==> src/rtl/remote_command_frame_parser_macros.svh <==
// Assertion macros for the remote command frame parser
`ifndef REMOTE_COMMAND_FRAME_PARSER_MACROS_SVH
`define REMOTE_COMMAND_FRAME_PARSER_MACROS_SVH

// same-cycle implication
`define RCFP_ASSERT_IMPLY(label, clk, rst_n, ante, cons) \
	label: assert property (@(posedge clk) disable iff (!rst_n) (ante) |-> (cons)) \
		else $error("rcfp assertion failed");

// next-cycle implication
`define RCFP_ASSERT_NEXT(label, clk, rst_n, ante, cons) \
	label: assert property (@(posedge clk) disable iff (!rst_n) (ante) |=> (cons)) \
		else $error("rcfp assertion failed");

`endif

==> src/rtl/rcfp_pkg.sv <==
// Shared constants and types for the remote command frame parser
`default_nettype none
package rcfp_pkg;

	localparam int MAX_PACKET_DEF = 256;

	localparam logic [7:0] CH_HEAD = 8'h23;
	localparam logic [7:0] CH_TAIL = 8'h24;
	localparam logic [7:0] CH_A    = 8'h41;
	localparam logic [7:0] CH_R    = 8'h52;
	localparam logic [7:0] CH_C    = 8'h43;

	localparam logic [2:0] ST_ALIVE     = 3'd0;
	localparam logic [2:0] ST_REMOTE    = 3'd1;
	localparam logic [2:0] ST_CONTROL   = 3'd2;
	localparam logic [2:0] ST_BAD_HEAD  = 3'd3;
	localparam logic [2:0] ST_UNKNOWN   = 3'd4;
	localparam logic [2:0] ST_BAD_SIZE  = 3'd5;
	localparam logic [2:0] ST_BAD_TAIL  = 3'd6;
	localparam logic [2:0] ST_BAD_PARAM = 3'd7;

	localparam int NUM_PADS = 4;

	typedef struct packed {
		logic [2:0]                 status;
		logic                       alive;
		logic                       remote;
		logic                       restart;
		logic [NUM_PADS-1:0][15:0]  pad;
	} result_t;

endpackage
`default_nettype wire

==> src/rtl/rcfp_in_reg.sv <==
// Input register stage: captures one byte transfer, holds it while blocked
`default_nettype none
module rcfp_in_reg (
	input  wire logic       clk,
	input  wire logic       arst_n,
	input  wire logic       byte_valid,
	input  wire logic [7:0] data_byte,
	input  wire logic       last_byte,
	input  wire logic       blocked,
	output logic            byte_stall,
	output logic            valid_s1,
	output logic [7:0]      data_s1,
	output logic            last_s1
);
	assign byte_stall = valid_s1 & blocked;

	always_ff @(posedge clk or negedge arst_n) begin
		if (!arst_n) begin
			valid_s1 <= 1'b0;
		end else if (!byte_stall) begin
			valid_s1 <= byte_valid;
		end
	end

	always_ff @(posedge clk) begin
		if (!byte_stall) begin
			data_s1 <= data_byte;
			last_s1 <= last_byte;
		end
	end
endmodule
`default_nettype wire

==> src/rtl/rcfp_parse.sv <==
// Parse state, byte capture and end-of-packet status evaluation
`default_nettype none
module rcfp_parse #(
	parameter int MAX_PACKET = rcfp_pkg::MAX_PACKET_DEF
) (
	input  wire logic       clk,
	input  wire logic       arst_n,
	input  wire logic       fire,
	input  wire logic [7:0] data_s1,
	input  wire logic       last_s1,
	output rcfp_pkg::result_t res
);
	import rcfp_pkg::*;

	localparam int POS_W = $clog2(MAX_PACKET + 1);

	logic [POS_W-1:0]          pos_q, pos_n;
	logic                      head_q, head_n;
	logic [7:0]                cmd_q, cmd_n;
	logic [7:0]                param_q, param_n;
	logic [7:0]                tail_q, tail_n;
	logic [NUM_PADS-1:0][15:0] stage_q, stage_n;
	logic [NUM_PADS-1:0][15:0] pad_q;
	logic                      remote_q;
	logic                      take;
	logic                      tail_hit;

	always_comb begin
		take    = pos_q < POS_W'(MAX_PACKET);
		pos_n   = take ? pos_q + POS_W'(1) : pos_q;
		head_n  = (take && pos_q == '0) ? (data_s1 == CH_HEAD) : head_q;
		cmd_n   = (take && pos_q == POS_W'(1)) ? data_s1 : cmd_q;
		param_n = (take && pos_q == POS_W'(2)) ? data_s1 : param_q;
		stage_n = stage_q;
		for (int k = 0; k < NUM_PADS; k++) begin
			if (take && pos_q == POS_W'(2 + 2 * k))
				stage_n[k][15:8] = data_s1;
			if (take && pos_q == POS_W'(3 + 2 * k))
				stage_n[k][7:0] = data_s1;
		end
		tail_hit = take && ((cmd_n == CH_A && pos_q == POS_W'(2)) ||
			(cmd_n == CH_R && pos_q == POS_W'(3)) ||
			(cmd_n == CH_C && pos_q == POS_W'(10)));
		tail_n = tail_hit ? data_s1 : tail_q;
	end

	// status and committed values as they stand after this byte
	always_comb begin
		res.status  = ST_UNKNOWN;
		res.alive   = 1'b0;
		res.remote  = remote_q;
		res.restart = 1'b0;
		res.pad     = pad_q;
		if (!head_n) begin
			res.status = ST_BAD_HEAD;
		end else if (pos_n < POS_W'(2)) begin
			res.status = ST_BAD_SIZE;
		end else if (cmd_n == CH_A) begin
			if (pos_n < POS_W'(3)) res.status = ST_BAD_SIZE;
			else if (tail_n != CH_TAIL) res.status = ST_BAD_TAIL;
			else begin
				res.status = ST_ALIVE;
				res.alive  = 1'b1;
			end
		end else if (cmd_n == CH_R) begin
			if (pos_n < POS_W'(4)) res.status = ST_BAD_SIZE;
			else if (tail_n != CH_TAIL) res.status = ST_BAD_TAIL;
			else if (param_n == 8'd0) begin
				res.status  = ST_REMOTE;
				res.remote  = 1'b0;
				res.restart = 1'b1;
			end else if (param_n == 8'd1) begin
				res.status = ST_REMOTE;
				res.remote = 1'b1;
			end else res.status = ST_BAD_PARAM;
		end else if (cmd_n == CH_C) begin
			if (pos_n < POS_W'(11)) res.status = ST_BAD_SIZE;
			else if (tail_n != CH_TAIL) res.status = ST_BAD_TAIL;
			else begin
				res.status = ST_CONTROL;
				res.pad    = stage_n;
			end
		end
	end

	always_ff @(posedge clk or negedge arst_n) begin
		if (!arst_n) begin
			pos_q    <= '0;
			head_q   <= 1'b0;
			cmd_q    <= '0;
			param_q  <= '0;
			tail_q   <= '0;
			stage_q  <= '0;
			pad_q    <= '0;
			remote_q <= 1'b0;
		end else if (fire) begin
			if (last_s1) begin
				pos_q    <= '0;
				head_q   <= 1'b0;
				cmd_q    <= '0;
				param_q  <= '0;
				tail_q   <= '0;
				stage_q  <= '0;
				pad_q    <= res.pad;
				remote_q <= res.remote;
			end else begin
				pos_q   <= pos_n;
				head_q  <= head_n;
				cmd_q   <= cmd_n;
				param_q <= param_n;
				tail_q  <= tail_n;
				stage_q <= stage_n;
			end
		end
	end
endmodule
`default_nettype wire

==> src/rtl/rcfp_out_reg.sv <==
// Result register: holds one status transfer until the sink takes it
`default_nettype none
module rcfp_out_reg (
	input  wire logic          clk,
	input  wire logic          arst_n,
	input  wire logic          load,
	input  wire rcfp_pkg::result_t res_in,
	input  wire logic          result_stall,
	output logic               result_valid,
	output rcfp_pkg::result_t  res_q
);
	import rcfp_pkg::*;

	always_ff @(posedge clk or negedge arst_n) begin
		if (!arst_n) begin
			result_valid <= 1'b0;
		end else if (load) begin
			result_valid <= 1'b1;
		end else if (!result_stall) begin
			result_valid <= 1'b0;
		end
	end

	always_ff @(posedge clk) begin
		if (load)
			res_q <= res_in;
	end
endmodule
`default_nettype wire

==> src/rtl/remote_command_frame_parser.sv <==
// Top level of the remote command frame parser
// Takes one datagram byte per cycle unless stalled and gives one status transfer
// per byte marked last. The byte side stalls only when a last byte sits
// in the input register while the previous status is still held by a stalled
// sink. Parse state lives in one register set updated by a single pass of
// compare-and-capture logic; committed pad values and the remote flag persist
// across datagrams.
`default_nettype none
`include "remote_command_frame_parser_macros.svh"
module remote_command_frame_parser #(
	parameter int MAX_PACKET = rcfp_pkg::MAX_PACKET_DEF
) (
	input  wire logic         clk,
	input  wire logic         arst_n,
	input  wire logic         byte_valid,
	output logic              byte_stall,
	input  wire logic [7:0]   data_byte,
	input  wire logic         last_byte,
	output logic              result_valid,
	input  wire logic         result_stall,
	output logic [2:0]        status,
	output logic              alive_request,
	output logic              remote_mode,
	output logic              init_restart,
	output logic signed [15:0] pad_axis_0,
	output logic signed [15:0] pad_axis_1,
	output logic signed [15:0] pad_axis_2,
	output logic signed [15:0] pad_axis_3
);
	import rcfp_pkg::*;

	logic       valid_s1;
	logic [7:0] data_s1;
	logic       last_s1;
	logic       blocked;
	logic       fire;
	result_t    res_c;
	result_t    res_q;

	assign blocked = last_s1 & result_valid & result_stall;
	assign fire    = valid_s1 & ~blocked;

	rcfp_in_reg u_in (
		.clk        (clk),
		.arst_n     (arst_n),
		.byte_valid (byte_valid),
		.data_byte  (data_byte),
		.last_byte  (last_byte),
		.blocked    (blocked),
		.byte_stall (byte_stall),
		.valid_s1   (valid_s1),
		.data_s1    (data_s1),
		.last_s1    (last_s1)
	);

	rcfp_parse #(.MAX_PACKET(MAX_PACKET)) u_parse (
		.clk     (clk),
		.arst_n  (arst_n),
		.fire    (fire),
		.data_s1 (data_s1),
		.last_s1 (last_s1),
		.res     (res_c)
	);

	rcfp_out_reg u_out (
		.clk          (clk),
		.arst_n       (arst_n),
		.load         (fire & last_s1),
		.res_in       (res_c),
		.result_stall (result_stall),
		.result_valid (result_valid),
		.res_q        (res_q)
	);

	assign status        = res_q.status;
	assign alive_request = res_q.alive;
	assign remote_mode   = res_q.remote;
	assign init_restart  = res_q.restart;
	assign pad_axis_0    = $signed(res_q.pad[0]);
	assign pad_axis_1    = $signed(res_q.pad[1]);
	assign pad_axis_2    = $signed(res_q.pad[2]);
	assign pad_axis_3    = $signed(res_q.pad[3]);

	`RCFP_ASSERT_IMPLY(a_stall_cause, clk, arst_n, byte_stall, result_valid && result_stall)
	`RCFP_ASSERT_IMPLY(a_restart_off, clk, arst_n, result_valid && init_restart, !remote_mode && status == ST_REMOTE)
	`RCFP_ASSERT_IMPLY(a_alive_ok, clk, arst_n, result_valid && alive_request, status == ST_ALIVE)
	`RCFP_ASSERT_NEXT(a_last_delivers, clk, arst_n, valid_s1 && last_s1 && !byte_stall, result_valid)
endmodule
`default_nettype wire

==> config.mk <==
export PLATFORM = sky130hd
export DESIGN_NAME = remote_command_frame_parser
export DESIGN_NICKNAME = d
export VERILOG_FILES = /design/src/rtl/rcfp_pkg.sv /design/src/rtl/rcfp_in_reg.sv /design/src/rtl/rcfp_parse.sv /design/src/rtl/rcfp_out_reg.sv /design/src/rtl/remote_command_frame_parser.sv
export VERILOG_INCLUDE_DIRS = /design/src /design/src/rtl
export SDC_FILE = /design/constraint.sdc
export NUM_CORES = 1
export LEC_CHECK = 0
export ABC_AREA = 1
export BUFFER_PORTS_ARGS = -buffer_cell sky130_fd_sc_hd__buf_4
export CAP_MARGIN = 20
export CORE_UTILIZATION = 65
export DETAILED_ROUTE_END_ITERATION = 8
export PLACE_DENSITY = 0.83
export SETUP_SLACK_MARGIN = 0.5
export SYNTH_ARGS = -nofsm -noshare
export SYNTH_HDL_FRONTEND = slang
export SYNTH_SLANG_ARGS = --single-unit
==> constraint.sdc <==
create_clock -name clk -period 7.3 [get_ports clk]
set_clock_uncertainty 0.1 [all_clocks]
set_input_delay 1.46 -clock clk [delete_from_list [all_inputs] [get_ports clk]]
set_output_delay 1.46 -clock clk [all_outputs]
set_load 0.05 [all_outputs]
## Word level (Yosys, flattened, before mapping)

Cells that the tools add are included.

| storage, ports and cells | value |
|---|---|
| input port bits | 13 |
| output and inout port bits | 72 |
| register bits after elaboration | 244 |
| word-level logic and storage cells | 128 |

| operators by class | value |
|---|---|
| eq/ne operators | 17 |
| muxes and demuxes | 47 |
| add/sub/neg operators | 1 |
| bitwise gates (word level) | 9 |
| magnitude comparators | 5 |
| reduce and logical (&&, ||, !) cells | 22 |

Operators by type and width:

| cell | number |
|---|---|
| $mux 64 | 5 |
| $mux 66 | 3 |
| $mux 8 | 14 |
| $eq 9x3->1 const B | 4 |
| $mux 3 | 12 |
| $eq 9x4->1 const B | 3 |
| $eq 8x7->1 const B | 3 |
| $eq 9x2->1 const B | 2 |
| $lt 9x2->1 const B | 2 |
| $mux 9 | 2 |
| $logic_and 1x1->1 | 14 |
| $add 9x1->9 const B | 1 |
| $eq 9x1->1 const B | 1 |
| $logic_not 9->1 | 1 |
| $lt 9x3->1 const B | 1 |
| $lt 9x4->1 const B | 1 |
| $lt 9x9->1 const B | 1 |
| $eq 8x1->1 const B | 1 |
| $eq 8x6->1 const B | 1 |
| $logic_not 8->1 | 1 |
| $mux 1 | 8 |
| $ne 8x6->1 const B | 1 |
| $mux 2 | 3 |
| $reduce_or 6->1 | 1 |
| 7 further kinds | 15 |

## Depth between registers and ports, before layout

| logic depth | value |
|---|---|
| word-level depth | 17 |
| gate-level depth with buffers | 23 |
| depth with buffers taken out | 23 |

## Modules after synthesis

Synthesis repeated with hierarchy kept, for this count alone.

| unflattened totals | value |
|---|---|
| cells, all modules | 1292 |
| area, all modules | 11524.8 µm² |

Modules (own cells, without submodules):

| module | area an instance (µm²) | times used | cells an instance | sequential area each (µm²) |
|---|---|---|---|---|
| rcfp_parse | 9044.9 | 1 | 1197 | 4078.9 |
| rcfp_out_reg | 2138.3 | 1 | 74 | 2127.0 |
| rcfp_in_reg | 312.8 | 1 | 14 | 295.3 |
| remote_command_frame_parser | 28.8 | 1 | 7 | 0.0 |

## Worst setup path before layout

OpenSTA, ideal clock, no wires.

| timing | value |
|---|---|
| kind | input port to flip-flop |
| from | in result_stall |
| to | reg, netlist name u_out.res_q[0] |
| data required time | 6738 ps |
| setup slack | 2529 ps |
| library setup time | 462 ps |
| buffers on the path | 2 |
| cell stages on the path | 7 |
| data arrival time | 4208 ps |
| cells stage by stage | nand3_1 -> nand2_1 -> clkbuf_1 -> inv_2 -> nand2_1 -> inv_1 -> clkbuf_1 |

| on the way | value |
|---|---|
| word-level cells in the longest chain between the ends | 4 |

Ends and longest elaborated chain:

| item | line | RTL |
|---|---|---|
| start, declared | remote_command_frame_parser.sv:20 | `input wire logic result_stall,` |
| $and 1x1->1 | remote_command_frame_parser.sv:40 | `assign blocked = last_s1 & result_valid & result_stall;` |
| $not 1->1 | remote_command_frame_parser.sv:41 | `assign fire = valid_s1 & ~blocked;` |
| $and 1x1->1 | remote_command_frame_parser.sv:41 |  |
| $and 1x1->1 | remote_command_frame_parser.sv:68 | `.load (fire & last_s1),` |
| via u_out.load | rcfp_out_reg.sv:6 | `input wire logic load,` |

The timed path passes the listed nets, and every way through them passes these cells.
A chain may end at the register's enable or synchronous reset.

==> results.sh <==
export IMPL_outcome="finished clean"
export IMPL_cts_hold_buf=0
export IMPL_grt_pass1_vias=8961
export IMPL_overflow=0
export IMPL_layout_cells_most_common_list="335 x nand2_1, 184 x inv_1, 165 x dfrtp_1"
export IMPL_cap_violations=0
export IMPL_clock_sinks=244
export IMPL_grt_first_pass_wirelength_microns=44610
export IMPL_firstDrtPassIters=5
export IMPL_combinationalPowerShare_pct=15.7
export IMPL_switchingPower_mw=0.9721
export IMPL_leakage_nw=6.450
export IMPL_critical_path_arrival_ns=4.46
export IMPL_route_detailed_drc=0
export IMPL_globalRouteTotalUtil_pct=30.57
export IMPL_synth_edf_count=79
export IMPL_clk_latency_ns=0.53
export IMPL_cts_root_buf="clkbuf_16"
export IMPL_required_ns=7.49
export IMPL_avgSynthCellArea_sq_um=8.779
export IMPL_min_period_ns=4.272
export IMPL_wl_met2_microns=13170
export IMPL_fmax_mhz=234.1
export IMPL_final_common_cell="nand2_1"
export IMPL_placed_area_sq_um=12390
export IMPL_wire_per_inst_microns=16.81
export IMPL_tightest_slew_ns=0.9379
export IMPL_core_sq_um=17480
export IMPL_dr_first_iter_drc_count=1033
export IMPL_cts_resized=0
export IMPL_dieArea_sq_um=18640
export IMPL_netSwitchingFraction_pct=28.80
export IMPL_hold_violations=0
export IMPL_drive_gt1_share_pct=12.26
export IMPL_peakVddDrop_v=0.0002519
export IMPL_synth_seq_cells=244
export IMPL_cts_buffers=26
export IMPL_synth_ff_type="dfrtp_1"
export IMPL_rows=48
export IMPL_start_util_pct=67.31
export IMPL_worstHoldPathType="reg -> reg"
export IMPL_p_int_mw=2.404
export IMPL_slew_limit_headroom_pct=37.47
export IMPL_crit_path_start_kind="register"
export IMPL_pwr_share_clk_pct=39.2
export IMPL_port_buffers=84
export IMPL_finalInstanceArea_sq_um=13260
export IMPL_p_total_mw=3.376
export IMPL_place_congestion=0.8767
export IMPL_finalWirelength_microns=27370
export IMPL_seqPwrFrac_pct=45.1
export IMPL_synth_warnings=0
export IMPL_rsz0062_at_grt="false"
export IMPL_slew_violations=0
export IMPL_worstRegToRegCells=16
export IMPL_syn_to_final_growth_pct=12.73
export IMPL_antenna_left=0
export IMPL_crit_fanout=72
export IMPL_syn_inst=1340
export IMPL_power_density_nw_per_um2=254.6
export IMPL_setup_viol_count_final=0
export IMPL_die_h_microns=136.5
export IMPL_highest_layer="met4"
export IMPL_ys_types=35
export IMPL_antenna_cells=0
export IMPL_syn_area_sq_um=11760
export IMPL_wl_met1_microns=11220
export IMPL_syn_num_nets=1357
export IMPL_antenna_found_initial=0
export IMPL_grt_start_max_net_pins=98
export IMPL_layout_nets=1400
export IMPL_io_pins=85
export IMPL_dp_cells=1579
export IMPL_synth_seq_area_share_pct=55.26
export IMPL_fin_tns_setup_ns=0
export IMPL_critPathKind="reg -> reg"
export IMPL_holdPathStages=2
export IMPL_dr_wl_met3_microns=1869
export IMPL_post_route_period_util_pct=58.52
export IMPL_cts_max_path_buffers=3
export IMPL_hold_slack_ns=0.3794
export IMPL_dp_hpwl_microns=15870
export IMPL_critPathCaptureType="register"
export IMPL_clk_pin_slew_ns=0.06
export IMPL_die_w_microns=136.5
export IMPL_cts_tree="done"
export IMPL_vias=9544
export IMPL_viasPerCell=5.862
export IMPL_cts_setup_buffers=0
export IMPL_synth_async_reset_ratio_pct=67.62
export IMPL_htree_levels=1
export IMPL_stdcell_count=1628
[state kept, by name, summed over array words and instances (netlist names), 8 cells and up]
name	count
u_out.res_q	70
u_parse.cmd_q	8
u_parse.pos_q	9
u_parse.tail_q	8
u_parse.pad_q	64
u_parse.stage_q	64
u_parse.param_q	8
u_in.data_s1	8
[layout make-up]
class | count | area, sq um
Clock buffer | 37 | 713.2
Inverter | 194 | 730.7
Clock inverter | 11 | 133.9
Multi-Input combinational cell | 821 | 4164
Sequential cell | 244 | 6501
Tap cell | 225 | 281.5
Fill cell | 1203 | 4215
Timing Repair Buffer | 96 | 737.0
[worst paths after layout]
path | startpoint | to | slack [ns]
worst max-delay path | u_parse.pos_q[4] | u_out.res_q[29] | 3.03
worst min-delay path | u_parse.pad_q[61] | u_parse.pad_q[61] | 0.38
worst max register to register | u_parse.pos_q[4] | u_out.res_q[29] | 3.03
worst min register to register | u_parse.pad_q[61] | u_parse.pad_q[61] | 0.38
max in group asynchronous | arst_n | u_parse.pad_q[8] | 4.67
min in group asynchronous | arst_n | u_parse.pad_q[44] | 0.94
[cells in the mapped netlist (3+ instances only)]
master | n | share of area, %
nand3_1 | 85 | 3.6
buf_2 | 19 | 0.81
nand2_1 | 336 | 11
inv_2 | 9 | 0.29
nand3_4 | 4 | 0.60
o22ai_1 | 80 | 4.3
nor4_1 | 3 | 0.16
edfxtp_1 | 79 | 20
buf_6 | 8 | 0.77
nor2_1 | 25 | 0.80
nand2_2 | 8 | 0.43
clkbuf_1 | 49 | 1.6
nor3_1 | 7 | 0.30
xor2_1 | 5 | 0.37
a21oi_1 | 12 | 0.51
dfrtp_1 | 165 | 35
ha_1 | 4 | 0.43
nor2_4 | 4 | 0.38
nand4_1 | 80 | 4.3
buf_1 | 4 | 0.13
o21ai_0 | 86 | 3.7
nor2_2 | 4 | 0.21
inv_1 | 185 | 5.9
and2_1 | 65 | 3.5
[power by group through the flow]
stage,Sequential [mW],Clock [mW],Combinational (mW)
detailed placement,1.55,0,0.508
global route,1.53,1.37,0.578
global placement,1.54,0,0.499
CTS,1.52,1.33,0.514
finish,1.52,1.32,0.531
floorplan,1.60,0,0.313
[layer usage]
layer	up-vias	GRT usage (%)
met4	0	12.41
met2	400	48.45
met1	4537	42.58
met5	-	0
li1	4527	-
met3	80	4.519
[cell families (layout without fill, tap and decap cells)]
| family | after synthesis | count (layout) | synth area share (%) |
|---|---|---|---|
| buffers and inverters | 275 | 338 | 9.519 |
| flip-flops | 244 | 244 | 55.26 |
| XOR/XNOR | 5 | 5 | 0.3722 |
| adder cells (fa/ha/maj) | 4 | 4 | 0.4255 |
| AND/OR/NAND/NOR | 628 | 628 | 25.63 |
| AO/OA/AOI/OAI | 184 | 184 | 8.785 |
[worst max-delay path, cell delays in order, from the launching register on]
cell and delay (ns):
dfrtp_1 0.41, inv_2 0.09, nand2_1 0.09, nor2_4 0.30
nand3_1 0.21, nor2_2 0.60, nand3_2 0.33, nand3_4 0.22
nand2_1 0.08, nand2_1 0.11, inv_2 0.05, nor2_4 0.07
nand2_2 0.08, nor2_8 0.10, buf_4 0.57, nand4_1 0.28
and2_1 0.24
[through the flow]
step / setup slack (ns) / utilization [%]
3_5_place_dp: 2.881 / 70.92
2_1_floorplan: 2.529 / -
5_1_grt: 2.674 / 75.88
3_3_place_gp: 2.927 / 70.92
6_report: 3.028 / 75.88
4_1_cts: 2.923 / 75.77
Note: power is estimated with default switching activity, not from simulation.
